==> src/hw/rtl/dpb_pkg.sv <==
// shared constants, types and helpers for the depth pixel back-projection block
`default_nettype none

package dpb_pkg;

   // field widths
   localparam int COORD_BITS = 12;
   localparam int COL_W      = 12;
   localparam int DEPTH_W    = 16;
   localparam int BYTE_W     = 8;
   localparam int CENTRE_W   = 16;
   localparam int FACTOR_W   = 32;
   localparam int POS_W      = 32;
   localparam int Z_W        = 31;
   localparam int CFG_IDX_W  = 3;
   localparam int CFG_DATA_W = 32;
   localparam int ORDER_W    = 2;

   // datapath widths derived from the field widths
   localparam int USE_W  = (COORD_BITS < COL_W) ? COORD_BITS : COL_W;
   localparam int FRAC_W = 4;
   localparam int PIX_W  = USE_W + FRAC_W;
   localparam int OFS_W  = ((PIX_W > CENTRE_W) ? PIX_W : CENTRE_W) + 1;
   localparam int MAG_W  = OFS_W - 1;
   localparam int PRD_W  = MAG_W + DEPTH_W;
   localparam int HALF_W = FACTOR_W / 2;
   localparam int PART_W = PRD_W + HALF_W;
   localparam int Q_W    = PART_W + 1 - FRAC_W;
   localparam int ZP_W   = DEPTH_W + FACTOR_W;
   localparam int ZSH_W  = 16;
   localparam int ZR_W   = ZP_W + 1 - ZSH_W;

   // pipeline depth
   localparam int NUM_STAGES = 6;

   // register indexes
   localparam logic [CFG_IDX_W-1:0] REG_PRINCIPAL_X = 3'd0;
   localparam logic [CFG_IDX_W-1:0] REG_PRINCIPAL_Y = 3'd1;
   localparam logic [CFG_IDX_W-1:0] REG_INV_FOCAL_X = 3'd2;
   localparam logic [CFG_IDX_W-1:0] REG_INV_FOCAL_Y = 3'd3;
   localparam logic [CFG_IDX_W-1:0] REG_DEPTH_SCALE = 3'd4;
   localparam logic [CFG_IDX_W-1:0] REG_COLOR_ORDER = 3'd5;

   // register reset values
   localparam logic [CENTRE_W-1:0] RST_PRINCIPAL_X = 16'd10149;
   localparam logic [CENTRE_W-1:0] RST_PRINCIPAL_Y = 16'd5862;
   localparam logic [FACTOR_W-1:0] RST_INV_FOCAL_X = 32'd4643;
   localparam logic [FACTOR_W-1:0] RST_INV_FOCAL_Y = 32'd4642;
   localparam logic [FACTOR_W-1:0] RST_DEPTH_SCALE = 32'd4294967;

   // colour order codes
   localparam logic [ORDER_W-1:0] ORDER_RGB  = 2'd0;
   localparam logic [ORDER_W-1:0] ORDER_BGR  = 2'd1;
   localparam logic [ORDER_W-1:0] ORDER_MONO = 2'd2;

   // saturation limits
   localparam logic [POS_W-1:0] SAT_POS = 32'h7FFF_FFFF;
   localparam logic [POS_W-1:0] SAT_NEG = 32'h8000_0000;
   localparam logic [Z_W-1:0]   SAT_Z   = 31'h7FFF_FFFF;

   // per-stage load strobes from the flow control
   typedef struct packed {
      logic [NUM_STAGES-1:0] load;
   } dpb_flow_type;

   typedef struct packed {
      logic [BYTE_W-1:0] red;
      logic [BYTE_W-1:0] green;
      logic [BYTE_W-1:0] blue;
   } dpb_colour_type;

   // route the colour bytes by the order register, unused code as rgb
   function automatic dpb_colour_type pick_colour(
      input logic [ORDER_W-1:0] order,
      input logic [BYTE_W-1:0]  b0,
      input logic [BYTE_W-1:0]  b1,
      input logic [BYTE_W-1:0]  b2
   );
      dpb_colour_type c;
      unique case (order)
         ORDER_BGR: begin
            c.red = b2; c.green = b1; c.blue = b0;
         end
         ORDER_MONO: begin
            c.red = b0; c.green = b0; c.blue = b0;
         end
         default: begin
            c.red = b0; c.green = b1; c.blue = b2;
         end
      endcase
      return c;
   endfunction

endpackage

`default_nettype wire

==> src/hw/rtl/dpb_flow.sv <==
// valid/ready flow control for the six-stage back-projection pipeline
`default_nettype none

module dpb_flow
   import dpb_pkg::*;
(
   input  wire logic   clock,
   input  wire logic   reset,
   input  wire logic   in_valid,
   output logic        in_ready,
   output logic        out_valid,
   input  wire logic   out_ready,
   output dpb_flow_type flow
);

   logic [NUM_STAGES-1:0] valid_ff;
   logic [NUM_STAGES-1:0] valid_in;
   logic [NUM_STAGES-1:0] ready;
   logic                  in_acc;
   logic                  out_acc;

   // a stage can take new data when empty or when its content moves on
   always_comb begin
      ready[NUM_STAGES-1] = !valid_ff[NUM_STAGES-1] || out_ready;
      for (int k = NUM_STAGES - 2; k >= 0; k--) begin
         ready[k] = !valid_ff[k] || ready[k+1];
      end
   end

   // load strobes and next valid bits
   always_comb begin
      flow.load[0] = in_valid && ready[0];
      valid_in[0]  = ready[0] ? in_valid : valid_ff[0];
      for (int k = 1; k < NUM_STAGES; k++) begin
         flow.load[k] = valid_ff[k-1] && ready[k];
         valid_in[k]  = ready[k] ? valid_ff[k-1] : valid_ff[k];
      end
   end

   always_ff @(posedge clock) begin
      if (reset) begin
         valid_ff <= '0;
      end else begin
         valid_ff <= valid_in;
      end
   end

   assign in_ready  = ready[0];
   assign out_valid = valid_ff[NUM_STAGES-1];
   assign in_acc    = in_valid && ready[0];
   assign out_acc   = valid_ff[NUM_STAGES-1] && out_ready;

   // occupancy changes only by requests taken in and results handed out
   a_occupancy: assert property (@(posedge clock) disable iff (reset)
      !$past(reset) |->
         $countones(valid_ff) ==
         $past($countones(valid_ff)) + int'($past(in_acc)) - int'($past(out_acc)))
      else $error("pipeline occupancy mismatch");

   // a held first stage keeps its item
   a_hold: assert property (@(posedge clock) disable iff (reset)
      valid_ff[0] && !ready[0] |=> valid_ff[0])
      else $error("stalled item lost in first stage");

   // any bubble in the pipeline lets a request in
   a_bubble: assert property (@(posedge clock) disable iff (reset)
      !(&valid_ff) |-> in_ready)
      else $error("request refused with a free stage");

endmodule

`default_nettype wire

==> config.mk <==
export PLATFORM = sky130hd
export DESIGN_NAME = dpb_flow
export DESIGN_NICKNAME = d
export VERILOG_FILES = /design/src/hw/rtl/dpb_pkg.sv /design/src/hw/rtl/dpb_flow.sv
export SDC_FILE = /design/constraint.sdc
export NUM_CORES = 1
export LEC_CHECK = 0
export BUFFER_PORTS_ARGS = -buffer_cell sky130_fd_sc_hd__buf_2
export CORE_AREA = 3 3 40 42
export CTS_CLUSTER_DIAMETER = 50
export DETAILED_ROUTE_END_ITERATION = 10
export DIE_AREA = 0 0 43 45
export PLACE_DENSITY_LB_ADDON = 0.3
export RECOVER_POWER = 25
export SYNTH_ARGS = -nofsm -noshare
export SYNTH_HDL_FRONTEND = slang
export SYNTH_SLANG_ARGS = --single-unit
==> constraint.sdc <==
create_clock -name clock -period 1.1 [get_ports clock]
set_input_delay 0.11 -clock clock [delete_from_list [all_inputs] [get_ports clock]]
set_output_delay 0.11 -clock clock [all_outputs]
set_load 0.01 [all_outputs]
==> impl_metrics.json <==
{
  "drive_above_1_share_pct": 59.2,
  "multi_input_area_um2": 163,
  "internal_power_uw": 367,
  "fp.dieArea_um2": 1940,
  "hp-class": "input port to flip-flop",
  "cp-start-kind": "flip-flop",
  "num_io_pins": 12,
  "drtIter0Drc": 0,
  "cellPowerDensity_nw_per_um2": 1040,
  "reg_top3": "valid_ff: 6 flops",
  "worst-path-max-fanout": 5,
  "hp-start": "reset",
  "numCtsBuffers": 3,
  "whs_ns": 0.109,
  "routed_via_density": 4.48,
  "htreeDepth": 1,
  "switching_share_pct": 21.7,
  "maxSlewHeadroom_pct": 84.6,
  "power.leakage_nw": 0.206,
  "synth_cells": 30,
  "fmax_mhz": 818,
  "row_count": 13,
  "tightest_slew_ns": 0.231,
  "setup_slack_ns": -0.122,
  "grt-busiest-layer": "met2",
  "crit_type": "flip-flop to output port",
  "synth_commonest_cells": "6 x dfxtp_1, 4 x inv_1, 3 x a21oi_1, 3 x nand2b_1, 2 x o31ai_1",
  "use_met2_pct": 9.58,
  "cp-startpoint": "valid_ff[4]",
  "syn_to_final_growth_pct": 62.4,
  "crit_required_ns": 0.99,
  "die_w_um": 43,
  "cp_data_arrival_time_ns": 1.11,
  "antennaDiodeCount": 0,
  "cts_root_buffer": "clkbuf_4",
  "route.detailed.drc": 0,
  "layout_min_cycle_time_ns": 1.22,
  "routed_wirelength_um": 618,
  "nets": 55,
  "largest_reg_flops": 6,
  "overflow": 0,
  "insertion_delay_ns": 0.24,
  "hold_viol_final": 0,
  "synthArstFlopShare_pct": 0,
  "synth_area_leaders": "dfxtp_1 43%, nand2b_1 6.8%, a21oi_1 5.4%, inv_1 5.4%, nand4b_2 5.4%",
  "ys_types": 17,
  "hpwlAfterDp_um": 480,
  "fillerInstances": 141,
  "synth_edf_count": 0,
  "cts.sinks": 6,
  "die_y_um": 45,
  "use_met3_pct": 5.98,
  "violations": "negative setup slack",
  "status": "finished with violations",
  "synth_top_area_share_pct": 43.4,
  "cts_max_path_buffers": 2,
  "path_clk_slew_ns": 0.04,
  "maxSlewViolCount": 0,
  "finClkSkew_ns": 0.00459,
  "syn_avg_cell_area_um2": 9.22,
  "largest_register": "valid_ff",
  "wl_per_cell_um": 9.66,
  "ir_drop_mv": 0.657,
  "synthMostInstantiatedCell": "dfxtp_1",
  "grt_pass1_wl_um": 903,
  "tritoncts": "done",
  "drtAntennaViolNets": 0,
  "holdBufCountCts": 0,
  "cap_violations": 0,
  "r2r-start": "valid_ff[5]",
  "power.switching_uw": 102,
  "synth_area_leader_cell": "dfxtp_1",
  "seq_area_um2": 128,
  "first_pass_iters": 1,
  "synth-seq-area-share_pct": 43.4,
  "setup_viol": 6,
  "start_util_pct": 21.5,
  "pre_cts_ws_ns": 0.0493,
  "use_met1_pct": 6.81,
  "gp_congestion": 0.672,
  "instances_no_fill": 64,
  "via_count": 287,
  "antenna_found_initial": 0,
  "cp-end-kind": "output port",
  "syn_nets": 34,
  "grt.total_usage_pct": 6.77,
  "finalCritPeriodShare_pct": 111,
  "rsz0062_at_grt": "true",
  "grt_pass1_vias": 233,
  "synth_top_flop_cell": "dfxtp_1",
  "grt_start_max_net_pins": 9,
  "seqPwrFrac_pct": 48.9,
  "clockPowerShare_pct": 42.5,
  "synth_warnings": 0,
  "synth_seq_cells": 6,
  "portBuffers": 11,
  "synth_area_um2": 277,
  "dp_cells": 58,
  "pwr-share-comb_pct": 8.7,
  "fp.coreArea_um2": 1280
}
==> cell families after synthesis <==
| group | count (synthesis) | synth area share (%) |
|---|---|---|
| flip-flops | 6 | 43.4 |
| buffers and inverters | 4 | 5.43 |
| AND/OR/NAND/NOR | 11 | 28.5 |
| AO/OA/AOI/OAI | 9 | 22.6 |
==> worst max-delay path, cell delays in order, from the launching register on <==
cell and delay [ns]:
dfxtp_4 0.36, and4b_2 0.27, a41oi_2 0.09, buf_2 0.15
==> power groups by stage <==
| stage | Clock [mW] | Sequential, mW | Combinational (mW) |
|---|---|---|---|
| final | 0.199 | 0.229 | 0.0407 |
| after global routing | 0.232 | 0.230 | 0.0440 |
| after CTS | 0.211 | 0.231 | 0.0387 |
| after detailed placement | 0 | 0.234 | 0.0370 |
| after global placement | 0 | 0.234 | 0.0368 |
| after floorplan | 0 | 0.233 | 0.0188 |
==> layout make-up <==
| class | instances | share of cell area, % |
|---|---|---|
| well taps | 15 | 4.18 |
| flip-flops and latches | 6 | 28.4 |
| repair buffers | 16 | 22.8 |
| multi-input cells | 20 | 36.2 |
| inverters | 4 | 3.34 |
| clock buffers | 3 | 5.01 |
==> cell usage in the layout (no fill, tap or decap), drive strengths merged <==
master / synthesis / layout
clkbuf: 0 / 3
o32ai: 1 / 1
inv: 4 / 4
nand4b: 1 / 1
o31ai: 2 / 2
a41oi: 1 / 1
and2: 2 / 2
nor2: 1 / 1
o21a: 1 / 1
a21oi: 3 / 3
nand2: 1 / 1
nand4: 1 / 1
buf: 0 / 16
nand2b: 3 / 3
nand3b: 1 / 1
and4b: 1 / 1
dfxtp: 6 / 6
a21boi: 1 / 1
==> through the flow <==
stage	area [µm²]	utilization (%)	TNS, ns	power, mW
floorplan	277	-	0	0.252
global placement	365	28.4	0	0.271
detailed placement	365	28.4	0	0.271
CTS	433	33.7	-0.718	0.481
global route	449	35.0	-1.02	0.506
finish	449	35.0	-0.580	0.469
==> routing by layer <==
layer / routed length (µm) / vias to the layer above
met1: 273 / 130
met4: 9 / 0
met2: 296 / 6
met5: 0 / -
met3: 39 / 2
li1: - / 149
==> worst paths after layout <==
| check | end | slack [ns] | cells past startpoint |
|---|---|---|---|
| min reg2reg | valid_ff[4] | 0.48 | 2 |
| max reg2reg | valid_ff[4] | 0.13 | 5 |
| max | flow[0] | -0.12 | 3 |
| min | valid_ff[4] | 0.11 | 2 |
==> what timing repair did <==
action	CTS	global route
setup endpoints to repair	7	8
gates cloned	0	0
resized for setup	7	5
pin swaps	5	2
setup buffers	3	1
Power figures use the tool's default switching activity.
