<file path="src/hw/rtl/dpb_pkg.sv">
// shared constants, types and helpers for the depth pixel back-projection block
`default_nettype none

package dpb_pkg;

   // field widths
   localparam int COORD_BITS = 12;
   localparam int COL_W      = 12;
   localparam int DEPTH_W    = 16;
   localparam int BYTE_W     = 8;
   localparam int CENTRE_W   = 16;
   localparam int FACTOR_W   = 32;
   localparam int POS_W      = 32;
   localparam int Z_W        = 31;
   localparam int CFG_IDX_W  = 3;
   localparam int CFG_DATA_W = 32;
   localparam int ORDER_W    = 2;

   // datapath widths derived from the field widths
   localparam int USE_W  = (COORD_BITS < COL_W) ? COORD_BITS : COL_W;
   localparam int FRAC_W = 4;
   localparam int PIX_W  = USE_W + FRAC_W;
   localparam int OFS_W  = ((PIX_W > CENTRE_W) ? PIX_W : CENTRE_W) + 1;
   localparam int MAG_W  = OFS_W - 1;
   localparam int PRD_W  = MAG_W + DEPTH_W;
   localparam int HALF_W = FACTOR_W / 2;
   localparam int PART_W = PRD_W + HALF_W;
   localparam int Q_W    = PART_W + 1 - FRAC_W;
   localparam int ZP_W   = DEPTH_W + FACTOR_W;
   localparam int ZSH_W  = 16;
   localparam int ZR_W   = ZP_W + 1 - ZSH_W;

   // pipeline depth
   localparam int NUM_STAGES = 6;

   // register indexes
   localparam logic [CFG_IDX_W-1:0] REG_PRINCIPAL_X = 3'd0;
   localparam logic [CFG_IDX_W-1:0] REG_PRINCIPAL_Y = 3'd1;
   localparam logic [CFG_IDX_W-1:0] REG_INV_FOCAL_X = 3'd2;
   localparam logic [CFG_IDX_W-1:0] REG_INV_FOCAL_Y = 3'd3;
   localparam logic [CFG_IDX_W-1:0] REG_DEPTH_SCALE = 3'd4;
   localparam logic [CFG_IDX_W-1:0] REG_COLOR_ORDER = 3'd5;

   // register reset values
   localparam logic [CENTRE_W-1:0] RST_PRINCIPAL_X = 16'd10149;
   localparam logic [CENTRE_W-1:0] RST_PRINCIPAL_Y = 16'd5862;
   localparam logic [FACTOR_W-1:0] RST_INV_FOCAL_X = 32'd4643;
   localparam logic [FACTOR_W-1:0] RST_INV_FOCAL_Y = 32'd4642;
   localparam logic [FACTOR_W-1:0] RST_DEPTH_SCALE = 32'd4294967;

   // colour order codes
   localparam logic [ORDER_W-1:0] ORDER_RGB  = 2'd0;
   localparam logic [ORDER_W-1:0] ORDER_BGR  = 2'd1;
   localparam logic [ORDER_W-1:0] ORDER_MONO = 2'd2;

   // saturation limits
   localparam logic [POS_W-1:0] SAT_POS = 32'h7FFF_FFFF;
   localparam logic [POS_W-1:0] SAT_NEG = 32'h8000_0000;
   localparam logic [Z_W-1:0]   SAT_Z   = 31'h7FFF_FFFF;

   // per-stage load strobes from the flow control
   typedef struct packed {
      logic [NUM_STAGES-1:0] load;
   } dpb_flow_type;

   typedef struct packed {
      logic [BYTE_W-1:0] red;
      logic [BYTE_W-1:0] green;
      logic [BYTE_W-1:0] blue;
   } dpb_colour_type;

   // route the colour bytes by the order register, unused code as rgb
   function automatic dpb_colour_type pick_colour(
      input logic [ORDER_W-1:0] order,
      input logic [BYTE_W-1:0]  b0,
      input logic [BYTE_W-1:0]  b1,
      input logic [BYTE_W-1:0]  b2
   );
      dpb_colour_type c;
      unique case (order)
         ORDER_BGR: begin
            c.red = b2; c.green = b1; c.blue = b0;
         end
         ORDER_MONO: begin
            c.red = b0; c.green = b0; c.blue = b0;
         end
         default: begin
            c.red = b0; c.green = b1; c.blue = b2;
         end
      endcase
      return c;
   endfunction

endpackage

`default_nettype wire

</file>
<file path="src/hw/rtl/dpb_axis.sv">
// one lateral axis: offset, depth product, factor product, rounding and saturation
`default_nettype none

module dpb_axis
   import dpb_pkg::*;
(
   input  wire logic                clock,
   input  wire dpb_flow_type        flow,
   input  wire logic [USE_W-1:0]    coord,
   input  wire logic [DEPTH_W-1:0]  depth,
   input  wire logic [CENTRE_W-1:0] centre,
   input  wire logic [FACTOR_W-1:0] factor,
   output logic [POS_W-1:0]         pos
);

   localparam logic [PART_W:0] RND_Q = (PART_W+1)'(1) << (HALF_W + FRAC_W - 1);

   logic [OFS_W-1:0]   pix_ext;
   logic [OFS_W-1:0]   cen_ext;
   logic               neg_in;
   logic [OFS_W-1:0]   diff_in;

   logic [MAG_W-1:0]   mag1_ff;
   logic               neg1_ff;
   logic [DEPTH_W-1:0] depth1_ff;

   logic [PRD_W-1:0]   prd2_ff;
   logic               neg2_ff;

   logic [PART_W-1:0]  hi3_ff;
   logic [PART_W-1:0]  lo3_ff;
   logic               neg3_ff;

   logic [PART_W:0]            lo_rnd;
   logic [PART_W:0]            sum_in;
   logic [Q_W-1:0]             q4_ff;
   logic                       neg4_ff;

   logic [POS_W-1:0]   pos_in;
   logic [POS_W-1:0]   pos5_ff;

   // stage 1: signed q.4 offset as sign and magnitude
   always_comb begin
      pix_ext = OFS_W'({coord, {FRAC_W{1'b0}}});
      cen_ext = OFS_W'(centre);
      neg_in  = cen_ext > pix_ext;
      diff_in = neg_in ? (cen_ext - pix_ext) : (pix_ext - cen_ext);
   end

   always_ff @(posedge clock) begin
      if (flow.load[1]) begin
         mag1_ff   <= diff_in[MAG_W-1:0];
         neg1_ff   <= neg_in;
         depth1_ff <= depth;
      end
   end

   // stage 2: magnitude times depth
   always_ff @(posedge clock) begin
      if (flow.load[2]) begin
         prd2_ff <= PRD_W'(mag1_ff) * PRD_W'(depth1_ff);
         neg2_ff <= neg1_ff;
      end
   end

   // stage 3: product times the two halves of the factor
   always_ff @(posedge clock) begin
      if (flow.load[3]) begin
         hi3_ff  <= PART_W'(prd2_ff) * PART_W'(factor[FACTOR_W-1:HALF_W]);
         lo3_ff  <= PART_W'(prd2_ff) * PART_W'(factor[HALF_W-1:0]);
         neg3_ff <= neg2_ff;
      end
   end

   // stage 4: recombine and round half away from zero to q16.16
   always_comb begin
      lo_rnd = {1'b0, lo3_ff} + RND_Q;
      sum_in = {1'b0, hi3_ff} + {{HALF_W{1'b0}}, lo_rnd[PART_W:HALF_W]};
   end

   always_ff @(posedge clock) begin
      if (flow.load[4]) begin
         q4_ff   <= sum_in[PART_W:FRAC_W];
         neg4_ff <= neg3_ff;
      end
   end

   // stage 5: apply sign and saturate
   always_comb begin
      if (neg4_ff) begin
         if (q4_ff >= {{(Q_W-POS_W){1'b0}}, SAT_NEG}) begin
            pos_in = SAT_NEG;
         end else begin
            pos_in = POS_W'(0) - q4_ff[POS_W-1:0];
         end
      end else begin
         if (q4_ff > {{(Q_W-POS_W){1'b0}}, SAT_POS}) begin
            pos_in = SAT_POS;
         end else begin
            pos_in = q4_ff[POS_W-1:0];
         end
      end
   end

   always_ff @(posedge clock) begin
      if (flow.load[5]) begin
         pos5_ff <= pos_in;
      end
   end

   assign pos = pos5_ff;

endmodule

`default_nettype wire

</file>
<file path="config.mk">
export PLATFORM = sky130hd
export DESIGN_NAME = dpb_axis
export DESIGN_NICKNAME = d
export VERILOG_FILES = /design/src/hw/rtl/dpb_pkg.sv /design/src/hw/rtl/dpb_axis.sv
export SDC_FILE = /design/constraint.sdc
export NUM_CORES = 2
export LEC_CHECK = 0
export BUFFER_PORTS_ARGS = -buffer_cell sky130_fd_sc_hd__buf_2
export CAP_MARGIN = 20
export CORE_UTILIZATION = 58
export DETAILED_ROUTE_END_ITERATION = 10
export PLACE_DENSITY = 0.81
export SYNTH_ARGS = -nofsm -noshare
export SYNTH_HDL_FRONTEND = slang
export SYNTH_SLANG_ARGS = --single-unit
</file>
<file path="constraint.sdc">
create_clock -name clock -period 16.6 [get_ports clock]
set_input_delay 3.32 -clock clock [delete_from_list [all_inputs] [get_ports clock]]
set_output_delay 3.32 -clock clock [all_outputs]
set_load 0.02 [all_outputs]
</file>
==> summary.md <==
| Metric | Value |
|---|---|
| Crit. End Element | flop |
| CTS tree | yes |
| Max Cap Violations | 0 |
| Synth Net Count | between 6,000 and 7,000 |
| R2r startpoint | prd2_ff[6]$_DFFE_PP_ |
| Yosys cell types | 66 |
| R2r endpoint | hi3_ff[47]$_DFFE_PP_ |
| Total gr overflow | 0 |
| Dpl hpwl | 89,900 um |
| DR WL/cell | approximately 18 um |
| Relative slew slack | 29.2% |
| Cts hold-fix bufs | 0 |
| Fin Setup TNS | 0 ns |
| Post-Syn Instances | between 5,000 and 6,000 |
| Final Skew | about 0.022 ns |
| Die width | 297 um |
| Die ar. | slightly below 90,000 sq um |
| Worst-path clk slew | 0.06 ns |
| Crit Path Class | in2reg |
| Fin nets | 6,873 |
| Row cnt | approximately 110 |
| Largest net degree at the start of global routing | 82 |
| Insertion delay to the later sink of the worst-skew pair | approximately 0.61 ns |
| Avg Vias per Cell | roughly 5.6 |
| Main synth FF type | edfxtp_1 |
| Crit path arrival time | between 10 and 15 ns |
| Hold Path Class | reg2reg |
| Sink Count | between 200 and 250 |
| Crit-path max FO | 32 |
| Share of layout cells above drive strength 1 | 4.14% |
| Ranking of synthesized cells by area | fa_1 41%, edfxtp_1 13%, ha_1 9.9% |
| RSZ-0062 raised after global routing | no |
| Syn Area/Cell | around 9.3 sq um |
| Area post-placement | a little over 50,000 sq um |
| DR pass1 iterations | 7 |
| CP endpoint | lo3_ff[42]$_DFFE_PP_ |
| Post-CTS setup buffer count | 0 |
| Vias in the first global route | roughly 40,000 |
| Leading area contributor after synthesis | fa_1 |
| Initial DRC count | 2,276 |
| Number of synthesized flops with an enable pin | between 200 and 250 |
| R2R cell count | 24 |
| Finished Cell Area | about 53,000 sq um |
| Via count | 36,834 |
| Setup violations, final | 0 |
| Synthesized cell area | between 50,000 and 60,000 sq um |
| Clock buffer depth | 3 |
| Seq/Total Area, Yosys | 13.3% |
| Hold Vio Cnt, Final | 0 |
| Run status | completed |
| First-pass GRT wire length | a little under 200,000 um |
| Post-route ant nets | 0 |
| Async set or reset register ratio after synthesis | 0% |
| Most frequent cells in the layout | 1,173 x inv_1, 1,030 x fa_1, 868 x nand2_1, 528 x and2_1, 399 x ha_1 |
| Core area | 85,800 sq um |
| WL final | around 120,000 um |
| Min Clock Period, post-route | roughly 9.9 ns |
| Crit path from | factor[1] |
| Num ports | ~120 |
| Final Cycle Share | approximately three fifths |
| CP required | approximately 17 ns |
| # H-tree levels | 1 |
| Starting Density | between 50% and 60% |
| Critical Path Start Type | primary input |
| Top-area cell type share of the netlist area | 40.7% |
| Root Buffer | clkbuf_16 |
| Area grow syn2layout | 4.39% |
| Fmax | 0.101 GHz |
| Number of port buffers | 113 |
| Ys Warns | 0 |
| Commonest non-fill, non-tap cell in the layout | inv_1 |
| Drt drc | 0 |
| CTS resizes | 0 |
| RePlAce Congestion | a little under 1 |
| Overall Global Routing Usage | roughly 28% |
| Fillcell total | around 7,000 |
| Max Slew Vio Count | 0 |
| #FFs+latches synth | between 200 and 250 |
| Initial antenna violation count | 6 |
| CTS buffer count | 29 |
| Worst Max-Slew Pin Slew | between 1 and 1.5 ns |
| Die Y | around 300 um |
| R2R Setup Slk | between 9 and 10 ns |
## critical path, stage by stage
cell      delay (ns)
buf_2           0.62
nand2_1         0.22
fa_1            0.56
fa_1            0.53
fa_1            0.53
inv_1           0.06
fa_1            0.49
fa_1            0.49
inv_1           0.05
fa_1            0.47
inv_1           0.04
ha_1            0.33
a211oi_1        0.25
o21ai_0         0.16
a31o_2          0.29
nor2_1          0.21
o31ai_1         0.10
buf_4           0.17
a211oi_1        0.49
o211ai_1        0.21
a21oi_1         0.27
o21ai_0         0.16
xor2_1          0.16
## registers in the layout, summed over array words and instances (netlist names), 16 cells and up
| register | cells |
|---|---|
| depth1_ff | 16 |
| hi3_ff | 48 |
| lo3_ff | 32 |
| mag1_ff | 16 |
| pos | 32 |
| prd2_ff | 32 |
| q4_ff | 45 |
## layer usage
layer	part of all wire (%)	wire length [um]	GRT usage, %	vias up
met1	37	43800	33.1	18530
met2	50	58900	49.0	1682
li1	-	-	-	16266
met4	3.5	4170	10.4	10
met3	9.4	11000	5.60	346
met5	0.060	71	0	-
## synth_stat cells (3+ instances only)
cell type  number
or2_2           5
and2_1        528
and3_1         21
a21boi_0        3
nand4_1        35
or3_4           7
a211o_1         3
nor4_1          9
inv_1        1173
nor2b_1        24
xor2_1         51
a21oi_1       135
a41o_1          4
a31o_2          6
o31a_1          3
o21bai_1       20
o21ai_0        69
nor2_1        110
o31ai_1         6
nand2b_1       13
and4_1          7
o41ai_1         7
a21o_1         94
a41oi_1         5
nand2_1       868
o311ai_0       13
o211ai_1        9
clkbuf_1      261
nor3_1         26
edfxtp_1      225
a31oi_1        11
nand3_1        53
ha_1          399
a221oi_1        8
mux2_2          4
fa_1         1030
a22oi_1         3
o21a_1         21
xnor2_1       127
a211oi_1        8
or3_1           9
## kinds of logic after synthesis
logic type | share of synthesized area, %
AOI/OAI and AO/OA | 5.78
xor gates and xnor gates | 3.08
adders and majority gates | 50.6
buffers and inverters | 10.7
DFF | 13.3
muxes | 0.109
and+or+nand+nor | 16.4
## worst min path at each step
stage | depth (start not counted) | to | startpoint | slack [ns]
6_report | 0 | neg2_ff$_DFFE_PP_ | neg1_ff$_DFFE_PP_ | 0.44
5_1_grt | 0 | neg4_ff$_DFFE_PP_ | neg3_ff$_DFFE_PP_ | 0.45
4_1_cts | 0 | neg4_ff$_DFFE_PP_ | neg3_ff$_DFFE_PP_ | 0.43
3_5_place_dp | 0 | neg4_ff$_DFFE_PP_ | neg3_ff$_DFFE_PP_ | 0.41
3_3_place_gp | 0 | neg4_ff$_DFFE_PP_ | neg3_ff$_DFFE_PP_ | 0.40
2_1_floorplan | 0 | neg2_ff$_DFFE_PP_ | neg1_ff$_DFFE_PP_ | 0.40
## final cells by class
cell class | instances | area, sq um | share of cell area [%]
Multi-Input combinational cell | 3784 | 38500 | 72.8
Sequential cell | 225 | 6760 | 12.8
Inverter | 1173 | 4400 | 8.33
Tap cell | 1144 | 1430 | 2.71
Timing Repair Buffer | 148 | 831 | 1.57
Clock buffer | 33 | 741 | 1.40
Clock inverter | 20 | 209 | 0.395
Antenna cell | 3 | 7.51 | 0.0142
## stage by stage
step,hold WS [ns],utilization [%],worst slack [ns],std cells
5_1_grt,0.448,61.6,6.35,6527
2_1_floorplan,0.400,-,7.15,5445
3_3_place_gp,0.402,60.5,6.32,6474
3_5_place_dp,0.407,60.5,6.22,6474
6_report,0.435,61.6,6.74,6530
4_1_cts,0.434,61.6,6.80,6527
Power is left out: the tool's default activity adds up to more than one toggle a clock period on the data nets, which glitch-free logic cannot reach.
